[src/rtl/core/fbwf_pkg.sv]
// Shared types and codes for the fit-strategy block allocator.
`timescale 1ns / 1ps

package fbwf_pkg;

	// Placement rule codes as held in the strategy register
	typedef logic [1:0] strat_t;
	localparam strat_t STRAT_FIRST = 2'd0;
	localparam strat_t STRAT_BEST  = 2'd1;
	localparam strat_t STRAT_WORST = 2'd2;

	// Input beat action codes
	localparam logic ACT_LOAD    = 1'b0;
	localparam logic ACT_REQUEST = 1'b1;

	// Register select, taken from paddr[2]
	localparam logic REG_STRATEGY    = 1'b0;
	localparam logic REG_BLOCK_COUNT = 1'b1;

	// Largest value the total free output can show
	localparam int TOTAL_W   = 20;
	localparam int TOTAL_MAX = 1048575;

	// Control bits of the search token that walks the cell chain
	typedef struct packed {
		logic valid;
		logic found;
	} tok_flags_t;

endpackage

[src/rtl/core/fbwf_cell.sv]
// One block cell: holds a block's free size and updates the passing search token.
`timescale 1ns / 1ps

module fbwf_cell #(
	parameter int SIZE_WIDTH = 16,
	parameter int IDX_W      = 4,
	parameter int CNT_W      = 5,
	parameter int SUM_W      = 21,
	parameter int CELL_IDX   = 0
) (
	input  logic                clk,
	input  logic                arst_n,
	input  fbwf_pkg::strat_t    strategy,
	input  logic [CNT_W-1:0]    count,
	input  logic [SIZE_WIDTH-1:0] req_size,
	input  logic                wr_en,
	input  logic [IDX_W-1:0]    wr_idx,
	input  logic [SIZE_WIDTH-1:0] wr_data,
	input  fbwf_pkg::tok_flags_t tok_flags_in,
	input  logic [IDX_W-1:0]    tok_idx_in,
	input  logic [SIZE_WIDTH-1:0] tok_size_in,
	input  logic [SUM_W-1:0]    tok_sum_in,
	output fbwf_pkg::tok_flags_t tok_flags_q,
	output logic [IDX_W-1:0]    tok_idx_q,
	output logic [SIZE_WIDTH-1:0] tok_size_q,
	output logic [SUM_W-1:0]    tok_sum_q
);
	import fbwf_pkg::*;

	logic [SIZE_WIDTH-1:0] entry_q;
	logic                  in_use;
	logic                  adequate;
	logic                  better;
	logic                  take;

	// Block entry, written from the shared write bus
	always_ff @(posedge clk or negedge arst_n) begin
		if (!arst_n) begin
			entry_q <= '0;
		end else if (wr_en && (wr_idx == IDX_W'(CELL_IDX))) begin
			entry_q <= wr_data;
		end
	end

	// Candidate compare against the token's current pick
	always_comb begin
		in_use   = CNT_W'(CELL_IDX) < count;
		adequate = in_use && (entry_q >= req_size);
		case (strategy)
			STRAT_BEST:  better = entry_q < tok_size_in;
			STRAT_WORST: better = entry_q > tok_size_in;
			default:     better = 1'b0;
		endcase
		take = adequate && (!tok_flags_in.found || better);
	end

	// Token hop to the next cell
	always_ff @(posedge clk or negedge arst_n) begin
		if (!arst_n) begin
			tok_flags_q <= '0;
		end else begin
			tok_flags_q.valid <= tok_flags_in.valid;
			tok_flags_q.found <= tok_flags_in.found || adequate;
		end
	end

	always_ff @(posedge clk) begin
		tok_idx_q  <= take ? IDX_W'(CELL_IDX) : tok_idx_in;
		tok_size_q <= take ? entry_q : tok_size_in;
		tok_sum_q  <= in_use ? (tok_sum_in + SUM_W'(entry_q)) : tok_sum_in;
	end

endmodule

[src/rtl/core/fit_strategy_block_allocator.sv]
// Top level of the fit-strategy block allocator: control, config port and cell chain.
//
//  channel  | handshake             | payload
//  ---------+-----------------------+----------------------------------------------
//  in       | in_valid / in_stall   | action, block_index, size, last_request
//  out      | out_valid / out_stall | granted, chosen_block, remaining, total_free,
//           |                       | batch_done
//  config   | APB psel/penable      | paddr, pwdata, prdata (strategy, block_count)
//
// In each beat the search token walks the cell chain one cell per cycle; the pick is then
// captured at the chain's end and committed from ST_FIN once the output register can take it.
// in_stall is high from acceptance until the result has moved to the output register;
// a new beat is taken while that result still waits on out_stall.
// Reset clears every block size, the strategy to first fit and block_count to 16.
// A full output register holds the finished search until out_stall drops.
`timescale 1ns / 1ps

module fit_strategy_block_allocator #(
	parameter int MAX_BLOCKS = 16,
	parameter int SIZE_WIDTH = 16
) (
	input  logic        clk,
	input  logic        arst_n,
	// config port
	input  logic        psel,
	input  logic        penable,
	input  logic        pwrite,
	input  logic [2:0]  paddr,
	input  logic [31:0] pwdata,
	output logic [31:0] prdata,
	output logic        pready,
	// input channel
	input  logic        in_valid,
	output logic        in_stall,
	input  logic        action,
	input  logic [3:0]  block_index,
	input  logic [15:0] size,
	input  logic        last_request,
	// output channel
	output logic        out_valid,
	input  logic        out_stall,
	output logic        granted,
	output logic [3:0]  chosen_block,
	output logic [15:0] remaining,
	output logic [19:0] total_free,
	output logic        batch_done
);
	import fbwf_pkg::*;

	localparam int IDX_W = $clog2(MAX_BLOCKS);
	localparam int CNT_W = $clog2(MAX_BLOCKS + 1);
	localparam int SUM_W = SIZE_WIDTH + CNT_W;
	localparam int CW    = (CNT_W > 5) ? CNT_W : 5;
	localparam int LW    = (CNT_W > 4) ? CNT_W : 4;
	localparam int TW    = (SUM_W > TOTAL_W) ? SUM_W : TOTAL_W;

	typedef enum logic [1:0] {
		ST_IDLE,
		ST_SCAN,
		ST_FIN
	} state_t;

	state_t state_q;

	// config registers
	strat_t     strategy_q;
	logic [4:0] block_count_q;
	logic       cfg_wr;

	// current beat
	logic                  start_q;
	logic                  req_action_q;
	logic [3:0]            req_idx_q;
	logic [SIZE_WIDTH-1:0] req_size_q;
	logic                  req_last_q;
	logic                  load_ok_q;

	// captured search result
	logic                  fin_found_q;
	logic [IDX_W-1:0]      fin_idx_q;
	logic [SIZE_WIDTH-1:0] fin_size_q;
	logic [SUM_W-1:0]      fin_sum_q;

	// output register
	logic        out_valid_q;
	logic        granted_q;
	logic [3:0]  chosen_q;
	logic [15:0] remaining_q;
	logic [19:0] total_q;
	logic        batch_done_q;

	// combinational control
	logic [CW-1:0]         count_w;
	logic [CNT_W-1:0]      count;
	logic [SIZE_WIDTH-1:0] size_cut;
	logic                  in_accept;
	logic                  load_ok;
	logic                  fire;
	logic                  grant_req;
	logic [SIZE_WIDTH-1:0] rem_new;
	logic [SUM_W-1:0]      tot_raw;
	logic [TW-1:0]         tot_w;
	logic [TOTAL_W-1:0]    tot_sat;
	logic                  wr_en;
	logic [IDX_W-1:0]      wr_idx;
	logic [SIZE_WIDTH-1:0] wr_data;

	// token chain
	tok_flags_t            tf   [MAX_BLOCKS+1];
	logic [IDX_W-1:0]      ti   [MAX_BLOCKS+1];
	logic [SIZE_WIDTH-1:0] ts   [MAX_BLOCKS+1];
	logic [SUM_W-1:0]      tsum [MAX_BLOCKS+1];
	logic [MAX_BLOCKS:0]   tok_valid_vec;

	// APB port
	assign pready = 1'b1;
	assign cfg_wr = psel && penable && pwrite && pready;

	always_ff @(posedge clk or negedge arst_n) begin
		if (!arst_n) begin
			strategy_q    <= STRAT_FIRST;
			block_count_q <= 5'd16;
		end else if (cfg_wr) begin
			case (paddr[2])
				REG_STRATEGY:    strategy_q    <= pwdata[1:0];
				REG_BLOCK_COUNT: block_count_q <= pwdata[4:0];
				default:         ;
			endcase
		end
	end

	always_comb begin
		case (paddr[2])
			REG_STRATEGY:    prdata = 32'(strategy_q);
			REG_BLOCK_COUNT: prdata = 32'(block_count_q);
			default:         prdata = '0;
		endcase
	end

	// Blocks in use: block_count saturated at MAX_BLOCKS
	always_comb begin
		count_w = (CW'(block_count_q) > CW'(MAX_BLOCKS)) ? CW'(MAX_BLOCKS)
			: CW'(block_count_q);
		count = CNT_W'(count_w);
	end

	// Input side
	assign in_stall  = (state_q != ST_IDLE);
	assign in_accept = in_valid && !in_stall;
	assign size_cut  = SIZE_WIDTH'(size);
	assign load_ok   = LW'(block_index) < LW'(count);

	// Commit and result
	always_comb begin
		fire      = (state_q == ST_FIN) && (!out_valid_q || !out_stall);
		grant_req = (req_action_q == ACT_REQUEST) && fin_found_q
			&& (strategy_q == STRAT_FIRST || strategy_q == STRAT_BEST
			|| strategy_q == STRAT_WORST);
		rem_new   = fin_size_q - req_size_q;
		tot_raw   = fin_sum_q - (grant_req ? SUM_W'(req_size_q) : '0);
		tot_w     = TW'(tot_raw);
		tot_sat   = (tot_w > TW'(TOTAL_MAX)) ? TOTAL_W'(TOTAL_MAX) : TOTAL_W'(tot_w);
	end

	// Shared write bus to the cells: loads on accept, grants on commit
	always_comb begin
		wr_en   = (in_accept && (action == ACT_LOAD) && load_ok) || (fire && grant_req);
		wr_idx  = fire ? fin_idx_q : IDX_W'(block_index);
		wr_data = fire ? rem_new : size_cut;
	end

	// Sequencer, beat registers and output register
	always_ff @(posedge clk or negedge arst_n) begin
		if (!arst_n) begin
			state_q     <= ST_IDLE;
			start_q     <= 1'b0;
			out_valid_q <= 1'b0;
		end else begin
			start_q <= in_accept;
			// output register: loaded on commit, emptied when its beat is taken
			if (fire) begin
				out_valid_q <= 1'b1;
			end else if (!out_stall) begin
				out_valid_q <= 1'b0;
			end
			case (state_q)
				ST_IDLE: begin
					if (in_accept) begin
						state_q <= ST_SCAN;
					end
				end
				ST_SCAN: begin
					if (tf[MAX_BLOCKS].valid) begin
						state_q <= ST_FIN;
					end
				end
				ST_FIN: begin
					if (fire) begin
						state_q <= ST_IDLE;
					end
				end
				default: state_q <= ST_IDLE;
			endcase
		end
	end

	always_ff @(posedge clk) begin
		if (in_accept) begin
			req_action_q <= action;
			req_idx_q    <= block_index;
			req_size_q   <= size_cut;
			req_last_q   <= last_request;
			load_ok_q    <= load_ok;
		end
		if (tf[MAX_BLOCKS].valid) begin
			fin_found_q <= tf[MAX_BLOCKS].found;
			fin_idx_q   <= ti[MAX_BLOCKS];
			fin_size_q  <= ts[MAX_BLOCKS];
			fin_sum_q   <= tsum[MAX_BLOCKS];
		end
		if (fire) begin
			batch_done_q <= req_last_q;
			total_q      <= tot_sat;
			if (req_action_q == ACT_LOAD) begin
				granted_q   <= load_ok_q;
				chosen_q    <= req_idx_q;
				remaining_q <= load_ok_q ? 16'(req_size_q) : '0;
			end else begin
				granted_q   <= grant_req;
				chosen_q    <= grant_req ? 4'(fin_idx_q) : '0;
				remaining_q <= grant_req ? 16'(rem_new) : '0;
			end
		end
	end

	assign out_valid    = out_valid_q;
	assign granted      = granted_q;
	assign chosen_block = chosen_q;
	assign remaining    = remaining_q;
	assign total_free   = total_q;
	assign batch_done   = batch_done_q;

	// Token seed at the head of the chain
	assign tf[0]   = '{valid: start_q, found: 1'b0};
	assign ti[0]   = '0;
	assign ts[0]   = '0;
	assign tsum[0] = '0;

	// Cell chain
	for (genvar k = 0; k < MAX_BLOCKS; k++) begin : g_cell
		fbwf_cell #(
			.SIZE_WIDTH (SIZE_WIDTH),
			.IDX_W      (IDX_W),
			.CNT_W      (CNT_W),
			.SUM_W      (SUM_W),
			.CELL_IDX   (k)
		) u_cell (
			.clk          (clk),
			.arst_n       (arst_n),
			.strategy     (strategy_q),
			.count        (count),
			.req_size     (req_size_q),
			.wr_en        (wr_en),
			.wr_idx       (wr_idx),
			.wr_data      (wr_data),
			.tok_flags_in (tf[k]),
			.tok_idx_in   (ti[k]),
			.tok_size_in  (ts[k]),
			.tok_sum_in   (tsum[k]),
			.tok_flags_q  (tf[k+1]),
			.tok_idx_q    (ti[k+1]),
			.tok_size_q   (ts[k+1]),
			.tok_sum_q    (tsum[k+1])
		);
	end

	for (genvar k = 0; k <= MAX_BLOCKS; k++) begin : g_vvec
		assign tok_valid_vec[k] = tf[k].valid;
	end

	// Checks
	a_one_token: assert property (@(posedge clk) disable iff (!arst_n)
		$onehot0(tok_valid_vec))
		else $error("more than one search token in the chain");

	a_exit_in_scan: assert property (@(posedge clk) disable iff (!arst_n)
		tf[MAX_BLOCKS].valid |-> state_q == ST_SCAN)
		else $error("search token left the chain outside a scan");

	a_out_from_fin: assert property (@(posedge clk) disable iff (!arst_n)
		$rose(out_valid_q) |-> $past(state_q) == ST_FIN)
		else $error("output beat raised without a finished search");

	a_write_in_use: assert property (@(posedge clk) disable iff (!arst_n)
		wr_en |-> (CNT_W'(wr_idx) < count))
		else $error("write to a block outside the blocks in use");

endmodule
[config.mk]
export PLATFORM = sky130hd
export DESIGN_NAME = fit_strategy_block_allocator
export DESIGN_NICKNAME = d
export VERILOG_FILES = /design/src/rtl/core/fbwf_pkg.sv /design/src/rtl/core/fbwf_cell.sv /design/src/rtl/core/fit_strategy_block_allocator.sv
export SDC_FILE = /design/constraint.sdc
export NUM_CORES = 2
export LEC_CHECK = 0
export ABC_AREA = 1
export BUFFER_PORTS_ARGS = -buffer_cell sky130_fd_sc_hd__buf_2
export CAP_MARGIN = 20
export CELL_PAD_IN_SITES_DETAIL_PLACEMENT = 0
export CELL_PAD_IN_SITES_GLOBAL_PLACEMENT = 1
export CORE_ASPECT_RATIO = 1.2
export CORE_MARGIN = 2
export CORE_UTILIZATION = 51
export DETAILED_ROUTE_END_ITERATION = 7
export GPL_ROUTABILITY_DRIVEN = 0
export PLACE_DENSITY = 0.82
export RECOVER_POWER = 25
export SYNTH_ARGS = -nofsm -noshare
export SYNTH_HDL_FRONTEND = slang
export SYNTH_SLANG_ARGS = --single-unit
[constraint.sdc]
create_clock -name clk -period 9.34 [get_ports clk]
set_input_delay 2.802 -clock clk [delete_from_list [all_inputs] [get_ports clk]]
set_output_delay 2.802 -clock clk [all_outputs]
set_load 0.005 [all_outputs]
==> results.yml <==
setup_path:
  critical-path-max-stage-delay_ps: 1310
  slowest_stage_cell_crit_path: "dfstp_1"
  worst-path-buf-inv: 5
  critical_path_class: "reg -> reg"
  end_kind: "register"
  cell_breakdown_of_the_critical_path: "nor2_4 -> clkbuf_1 -> inv_1 -> nand2_1 -> clkbuf_1 -> a21oi_1 -> clkbuf_1 -> clkinv_1 -> o21ai_0"
  cp_common_cell: "clkbuf_1"
  setup.worst_path.start_class: "register"
  cpLargestDelayFamily: "buffers and inverters"
  required_ps: 9870
  critical_path_peak_fanout: 32
  cp_data_arrival_time_ps: 7820
timing:
  fin_tns_setup_ps: 0
  fin_crit_sh_pct: 78.0
  max_frequency_mhz: 137
  layout_setup_ws_ps: 2050
  hold_viol: 0
  finClkSkew_ps: 30.0
  grt_setup_unrepaired: "no"
  max_slew.worst_pin.slew_ps: 3210
  max-slew-margin-rel_pct: -114
  setup_violations: 0
  finalCriticalPeriod_ps: 7290
  drv_slew: 139
synth:
  synth_seq_cells: 1032
  netlist-cell-type-count: 54
  yosys.area.top_type: "dfxtp_1"
  synth.top_cells.by_count: "nand2_1 (2864), inv_1 (826), ha_1 (774)"
  synth_area_um2: 62000
  synth_most_common_cell: "nand2_1"
  synth.yosys.warnings: 0
  synth_edf_count: 107
  synthTopCellsByArea: "dfxtp_1 (20%), nand2_1 (17%), ha_1 (16%)"
  ys_dominant_reg_cell: "dfxtp_1"
  synthesis.instances: 8311
  syn_avg_cell_area_um2: 7.46
  synthArstFlopShare_pct: 29.0
  ys_seq_area_share_pct: 37.5
  synthDominantCellAreaShare_pct: 20.2
clock_tree:
  tritoncts: "yes"
  tritoncts_num_sinks: 1032
  htree_levels: 3
  clock_transition_at_the_register_clock_pins_on_the_worst_setup_and_hold_paths_after_cts_ps: 60
  cts_made_buffers: 107
  max-clock-path-buffers: 3
  clock_insertion_delay_worst_skew_ps: 740
  ctsResizeCount: 0
  root_buffer: "clkbuf_16"
  ctsHoldBuffers: 0
  postCtsSetupBuffers: 0
finish:
  multi_input_logic_area_um2: 34700
  final_nets: 9237
  drive_above_1_share_pct: 4.41
  n_fill_cell: 11584
  final-seq-area_um2: 23200
  area_growth_pct: 8.99
global_routing:
  grt_usage_pct: 33.5
  overflow: 0
  grt_max_degree: 96
  antenna_found_initial: 12
  grt_first_pass_wirelength_mm: 312
  first_global_vias: 51614
placed_design:
  port_buffers: 83
  dpl_worst_slack_ps: 3290
  place_hpwl_mm: 153
floorplanning:
  floorplan.core_area_um2: 121000
  die-area_um2: 124000
  fp-row-count: 140
  die_width_um: 322
  io_pins: 141
  die_y_um: 386
  floorplan.initialDensity_pct: 51.2
route:
  route.met2.wl_mm: 92.9
  ant_nets: 0
  dr.pass1.iters: 8
  first_iter_violations: 4684
  dr_wl_met3_mm: 15.0
  via_count: 55397
  top_signal_layer_used: "met5"
  detail_route.wirelength.met1_mm: 91.0
  detail_route.drc_violations: 0
  via_density: 5.48
  wl_per_cell_um: 20.8
  wl_mm: 210
run_status:
  run_status: "finished with violations"
  failed_checks: "max-capacitance violations, max-slew violations"
power:
  vdd_ir_drop_max_uv: 203
  power_leakage_nw: 34.8
  power_per_cell_area_nw_per_um2: 324
run:
  maxCapViolations: 5
hold_path:
  worstHoldPathType: "reg -> reg"
## state kept, by name (all words and copies together) (netlist names), 2 cells and up
| name | flops |
|---|---|
| block_count_q | 5 |
| chosen_block | 4 |
| fin_idx_q | 4 |
| fin_size_q | 16 |
| fin_sum_q | 21 |
| g_cell.u_cell.entry_q | 256 |
| g_cell.u_cell.tok_flags_q | 32 |
| g_cell.u_cell.tok_idx_q | 49 |
| g_cell.u_cell.tok_size_q | 256 |
| g_cell.u_cell.tok_sum_q | 321 |
| remaining | 16 |
| req_idx_q | 4 |
| req_size_q | 16 |
| state_q | 2 |
| strategy_q | 2 |
| total_free | 20 |
## area by class of cell
cell class	instances	share of cell area [%]
Multi-Input combinational cell	6243	51.3
Sequential cell	1032	34.4
Inverter	863	4.80
Clock buffer	153	4.60
Tap cell	1633	3.02
Timing Repair Buffer	135	1.12
Clock inverter	49	0.770
Antenna cell	2	0.00741
## power breakdown
group | leakage [nW] | total [W] | switching, W | internal [W]
Sequential | 10.1 | 0.00756 | 0.00159 | 0.00596
Combinational | 22.8 | 0.00987 | 0.00646 | 0.00341
Clock | 1.79 | 0.00444 | 0.00189 | 0.00255
## per-stage QoR
step	total power [W]	cell area, µm²	util [%]	hold WS [ps]	cells
after floorplan	0.0140	62100	-	331	8337
after global placement	0.0171	64000	52.9	332	9905
after detailed placement	0.0174	64000	52.9	336	9905
after CTS	0.0218	67600	55.9	349	10107
after global routing	0.0236	67600	55.8	350	10109
final	0.0219	67600	55.8	343	10110
## cells by family (layout without fill, tap and decap cells)
group | count (synthesis) | in the layout | share of synthesized area (%)
other | 2 | 30 | 0.0121
and+or+nand+nor | 4131 | 4131 | 27.4
buffers and inverters | 1062 | 1200 | 6.85
adders and majority gates | 791 | 791 | 16.2
xor gates and xnor gates | 159 | 159 | 2.25
AOI/OAI and AO/OA | 1131 | 1131 | 9.82
DFF | 1032 | 1032 | 37.5
muxes | 3 | 3 | 0.0484
## path summary, 6_finish.rpt
path	startpoint	endpoint	slack [ps]	depth (start not counted)
max in group asynchronous	arst_n	g_cell[10].u_cell.entry_q[4]	5650	2
worst max-delay path	block_count_q[4]	g_cell[10].u_cell.tok_sum_q[1]	2050	9
worst min register to register	g_cell[1].u_cell.tok_flags_q[1]	g_cell[2].u_cell.tok_flags_q[1]	340	0
worst max register to register	block_count_q[4]	g_cell[10].u_cell.tok_sum_q[1]	2050	9
worst min-delay path	g_cell[1].u_cell.tok_flags_q[1]	g_cell[2].u_cell.tok_flags_q[1]	340	0
min in group asynchronous	arst_n	g_cell[1].u_cell.entry_q[0]	2090	1
## layout by cell type, fill, tap and decap left out, types with 113 or more instances in the layout
cell type / n
dfrtp_1: 298
nand3_1: 640
nand2_1: 2866
inv_1: 825
o21ai_0: 395
a21oi_1: 519
nor2_1: 366
ha_1: 774
xor2_1: 113
clkbuf_16: 113
dfxtp_1: 626
## routing by layer
metal,up-vias,GRT usage (%)
li1,27287,-
met1,25881,44.6
met2,1796,53.5
met3,431,4.59
met4,2,16.4
met5,-,0
No activity file was read; power rests on OpenSTA's default activity.
